--- src/rtl/gng_pkg.sv ---
// Shared types, constants and helpers of the gradient noise generator.
package gng_pkg;

    typedef logic signed [31:0] sword_t;
    typedef logic [13:0] ease_t;

    typedef enum logic [1:0] {
        DIMS_1 = 2'd1,
        DIMS_2 = 2'd2,
        DIMS_3 = 2'd3
    } dims_t;

    typedef struct packed {
        logic  valid;
        dims_t dims;
        logic  byte_mode;
    } ctl_t;

    typedef logic [16:0] cell_arr_t [3];
    typedef logic [15:0] frac_arr_t [3];
    typedef ease_t       ease_arr_t [3];
    typedef logic [31:0] word_arr_t [3];
    typedef logic [31:0] hash_arr_t [8];
    typedef sword_t      grad_arr_t [8];

    localparam logic [31:0] AXIS_MUL [3] = '{32'h27D4EB2D, 32'hB5297A4D, 32'h1B56C4E9};
    localparam logic [31:0] MIX_MUL = 32'h92C3412B;
    localparam sword_t      GRAD3_MUL = 32'sd85;

    localparam logic [11:0] SCALE_1D  = 12'd1159;
    localparam logic [11:0] SCALE_2D  = 12'd1537;
    localparam logic [11:0] SCALE_3D  = 12'd1731;
    localparam logic [11:0] SCALE_1DB = 12'd1353;
    localparam logic [11:0] SCALE_2DB = 12'd1620;
    localparam logic [11:0] SCALE_3DB = 12'd2015;
    localparam sword_t OFFSET_1D  = 32'sd32803;
    localparam sword_t OFFSET_2D  = 32'sd32725;
    localparam sword_t OFFSET_3D  = 32'sd33147;
    localparam sword_t OFFSET_1DB = 32'sd32769;
    localparam sword_t OFFSET_2DB = 32'sd32771;
    localparam sword_t OFFSET_3DB = 32'sd33168;

    // gradient slope (-2..1) times distance
    function automatic sword_t grad_term(input logic [1:0] hb, input sword_t d);
        sword_t r;
        case (hb)
            2'd0:    r = -(d <<< 1);
            2'd1:    r = -d;
            2'd2:    r = '0;
            default: r = d;
        endcase
        return r;
    endfunction

    function automatic sword_t lerp(input sword_t a, input sword_t b, input ease_t t);
        sword_t diff;
        sword_t prod;
        diff = b - a;
        prod = sword_t'(diff * $signed({18'd0, t}));
        return a + (prod >>> 14);
    endfunction

endpackage

--- src/rtl/gng_ease.sv ---
// Two-stage cubic smoothstep of the three fractions.
module gng_ease (
    input  logic                clk,
    input  gng_pkg::frac_arr_t  frac,
    output gng_pkg::ease_arr_t  ease
);

    logic [15:0] sq_reg [3];
    logic [17:0] f_reg [3];
    gng_pkg::ease_arr_t ease_reg;

    always_ff @(posedge clk)
    begin
        logic [31:0] sq_full;
        for (int i = 0; i < 3; i++)
        begin
            sq_full = {16'd0, frac[i]} * {16'd0, frac[i]};
            sq_reg[i] <= sq_full[31:16];
            f_reg[i]  <= 18'(18'd196608 - {1'b0, frac[i], 1'b0});
            ease_reg[i] <= gng_pkg::ease_t'(32'({16'd0, sq_reg[i]} * {14'd0, f_reg[i]}) >> 18);
        end
    end

    assign ease = ease_reg;

endmodule

--- config.mk ---
export PLATFORM = sky130hd
export DESIGN_NAME = gng_ease
export DESIGN_NICKNAME = d
export VERILOG_FILES = /design/src/rtl/gng_pkg.sv /design/src/rtl/gng_ease.sv
export SDC_FILE = /design/constraint.sdc
export NUM_CORES = 2
export LEC_CHECK = 0
export BUFFER_PORTS_ARGS = -buffer_cell sky130_fd_sc_hd__buf_2
export CAP_MARGIN = 20
export CORE_MARGIN = 5
export CORE_UTILIZATION = 52
export CTS_CLUSTER_DIAMETER = 120
export CTS_CLUSTER_SIZE = 16
export DETAILED_ROUTE_END_ITERATION = 8
export MAX_ROUTING_LAYER = met4
export PLACE_DENSITY = 0.73
export SYNTH_ARGS = -nofsm -noshare
export SYNTH_HDL_FRONTEND = slang
export SYNTH_SLANG_ARGS = --single-unit
--- constraint.sdc ---
create_clock -name clk -period 10 [get_ports clk]
set_input_delay 1.5 -clock clk [delete_from_list [all_inputs] [get_ports clk]]
set_output_delay 1.5 -clock clk [all_outputs]
set_load 0.02 [all_outputs]
# After elaboration in Yosys (flattened, before gate mapping)
# Memories as Yosys holds them, arrays and structs flattened.
# Cells that the tools add are included.
dict set report op_classes {
  n_lt_le_gt_ge 0
  bitwise 0
  shift 0
  n_reduce_logical 0
  n_eq_ne 0
  n_mux 0
  mul 6
  n_addsub 3
  div 0
}
# cell count
set ops {}
lappend ops {{$mul A16 B16 Y32} 3}
lappend ops {{$mul A16 B18 Y32} 3}
lappend ops {{$sub A18 B17 Y18 const A} 3}
dict set report word_totals {
  latchBits 0
  mem_count 2
  regBits 42
  rom_bits 0
  elab_cells 14
  output_inout_bits 42
  input_bits 49
  ramBits 102
}
# memory words word_bits rd rd_clocked_by_memory_dff write_ports line
set mem_list {}
lappend mem_list {f_reg 3 18 3 0 3 gng_ease.sv:9} ;# logic [17:0] f_reg [3];
lappend mem_list {sq_reg 3 16 3 0 3 gng_ease.sv:8} ;# logic [15:0] sq_reg [3];

# Longest topological paths before layout
dict set report logic_depth {
  ltp_word 1
  ltp_mapped 26
  mapped_depth_nobuf 24
}

# Worst setup path before layout
# OpenSTA, ideal clock, no wires.
dict set report synth_path {
  path_kind {input-to-reg}
  from {in frac[13] (netlist bit)}
  to {mem sq_reg[2][15] (netlist: sq_reg[0][47])}
  path_slack_ns 2.532
  n_path_buf 2
  arrival_time_ns 7.396
  cell_stages 22
  setup_time_ns 0.072
  t_required_ns 9.928
  path_cell_list {clkbuf_1 -> clkbuf_1 -> nand2_1 -> fa_1 -> fa_1 -> inv_1 -> fa_1 -> fa_1 -> fa_1 -> inv_1 -> fa_1 -> inv_1 -> ha_1 -> a21oi_1 -> o221ai_1 -> a21oi_2 -> nand3_1 -> a311o_1 -> a211o_1 -> or3_1 -> a31oi_1 -> xnor2_1}
}
# element line
set synth_rtl {}
lappend synth_rtl {{from (decl)} gng_ease.sv:4} ;# input gng_pkg::frac_arr_t frac,
lappend synth_rtl {{to (decl)} gng_ease.sv:8}

==> impl_metrics.yaml <==
hold_path:
  hp-class: "flop to flop"
critical_path:
  worst_setup_path_end_kind: "flop"
  cp_max_fo: 11
  crit_type: "primary input to flop"
  cp-start-kind: "primary input"
  cp.arrival_ns: 7.80
  crit_required_ns: 10.39
synth:
  synth_top_area_share_pct: 45.8
  ys_warn_count: 0
  ys_dominant_reg_cell: "dfxtp_1"
  synth-simple-area-share_pct: 14.6
  synth_area_leaders: "fa_1 (46%), ha_1 (15%), inv_1 (11%)"
  synth_edf_count: 0
  yosysSeqAreaShare_pct: 5.83
  synthTopCellsByCount: "inv_1 (1368), fa_1 (1107), nand2_1 (692)"
  syn_nets: 7014
  syn_area_um2: 48400
  ys_types: 70
  syn-instance-count: 5282
  synth_compound_area_share_pct: 3.71
  synth-xor-area-share_pct: 2.90
  synth_mux_area_share_pct: 0.0905
  avgSynthCellArea_um2: 9.16
  synth_top_family_by_area: "adder cells"
  synth-adder-area-share_pct: 60.7
  yosys.cell_count.top_type: "inv_1"
  ys_seq_elements: 141
  synth_async_sr_flop_share_pct: 0
  yosys.area.top_type: "fa_1"
timing:
  worst_pin_slew_ns: 1.02
  hold_slack_ns: 0.974
  slew_headroom_pct: 31.7
  totalNegativeSetupSlack_ns: 0
  grt_setup_unrepaired: "false"
  min_period_ns: 7.41
  fin_skew_ns: 0.0146
  fmax_mhz: 135
  setup_viol: 0
  finalHoldViolations: 0
  fin_crit_sh_pct: 74.1
  drv_slew: 0
global_route:
  grt_pass1_vias: 36494
  track_usage_pct: 23.6
  top_usage_layer: "met2"
  grt_max_degree: 23
  grt_pass1_wl_mm: 184
  antenna_found_initial: 8
  use_met2_pct: 37.2
  met1_usage_pct: 31.8
  use_met3_pct: 4.29
  grt-ovfl-total: 0
floorplanning:
  die_w_um: 315
  start_util_pct: 52.6
  io-pin-count: 91
  core_area_um2: 91900
  rows: 111
  die_y_um: 315
  die-area_um2: 99200
status:
  status: "finished clean"
place:
  gp_congestion: 0.952
  dp.cells: 6434
  portBuffers: 90
  dpl.hpwl_mm: 89.5
route:
  drt-total-wl_mm: 109
  avgRoutedWirePerCell_um: 16.8
  first_iter_violations: 1853
  vias_per_cell: 5.15
  first_pass_iters: 6
  postRouteAntennaNets: 0
  drc_errors: 0
  dr_total_vias: 33337
layout:
  multi_input_area_um2: 39700
  syn_to_final_growth_pct: 4.10
  seq_area_um2: 2820
  fin_nets: 6942
  largest_reg_flops: 51
  layout-drive-gt1-share_pct: 3.20
  stdcell_count: 6474
  fill_cells: 8299
clock_network:
  insertion_delay_ns: 0.50
  clock_sinks: 141
  postCtsResizedCells: 0
  clock-root-buffer: "clkbuf_16"
  htreeDepth: 4
  cts_tree: "done"
  ctsHoldBuffers: 0
  post-cts-setup-buffers: 0
  cts_buffers: 17
  clockBufferDepth: 2
  clk_pin_slew_ns: 0.07
flow_run:
  drv_cap: 0
[routing by layer]
metal | vias to the layer above | wire [µm]
met5 | - | 0
met4 | 0 | 2830
met3 | 155 | 7260
met2 | 943 | 50800
met1 | 16902 | 47800
li1 | 15337 | -
[worst paths after layout]
check / start / endpoint / slack [ns] / cells past startpoint
worst max-delay path: frac[26] / sq_reg[0][31] / 2.59 / 23
worst min-delay path: f_reg[0][52] / ease[13] / 0.97 / 5
worst max register to register: sq_reg[0][18] / ease[23] / 2.77 / 19
worst min register to register: f_reg[0][52] / ease[13] / 0.97 / 5
[stage by stage]
stage          instance area [µm²]  util, %  setup WS (ns)
2_1_floorplan                48400        -           2.53
3_3_place_gp                 49700     54.1           2.24
3_5_place_dp                 49700     54.1           2.07
4_1_cts                      50300     54.8           2.61
5_1_grt                      50400     54.8           2.30
6_report                     50400     54.8           2.59
[layout by cell type, fill, tap and decap left out, types with 14 or more instances in the layout]
cell type / synthesis / layout
nand4_1: 15 / 15
inv_1: 1368 / 1368
nand3_1: 28 / 28
buf_2: 0 / 90
nand2_1: 692 / 692
xor2_1: 44 / 44
and2_1: 483 / 483
nor2b_1: 19 / 19
xnor2_1: 116 / 116
o21a_1: 15 / 15
and3_1: 14 / 14
fa_1: 1107 / 1107
a21o_1: 45 / 45
dfxtp_1: 141 / 141
ha_1: 576 / 576
a21oi_1: 80 / 80
clkbuf_16: 0 / 17
o21ai_0: 28 / 28
nor3_1: 37 / 37
nor2_1: 126 / 126
[cell families (layout without fill, tap and decap cells)]
logic type / after synthesis / count (layout)
other cells: 0 / 8
fa+ha+maj: 1683 / 1683
simple gates: 1468 / 1468
buf+inv: 1563 / 1504
mux: 4 / 4
compound gates: 263 / 263
xor+xnor: 160 / 160
flops: 141 / 141
[area by class of cell]
cell class,count,area share [%]
clock buffer,17,0.845
sequential,141,5.60
antenna,8,0.0397
inverter,1372,10.2
tap,1243,3.09
timing repair buffer,100,1.04
clock inverter,15,0.343
multi-input combinational,3578,78.8
[critical path: stages]
cell and delay (ns):
buf_2 0.21, clkinv_1 0.32, nor2_1 0.29, fa_1 0.21, inv_1 0.06, fa_1 0.54
inv_1 0.05, fa_1 0.49, inv_1 0.05, fa_1 0.52, inv_1 0.05, fa_1 0.49
fa_1 0.42, ha_1 0.31, and3_1 0.19, o2111ai_1 0.15, o21ai_1 0.21, a21oi_1 0.09
o311ai_1 0.77, a2111oi_2 0.19, o31ai_1 0.41, a21oi_1 0.14, xnor2_1 0.13
Power is left out: the tool's default activity adds up to more than one toggle a clock period on the data nets, which glitch-free logic cannot reach.
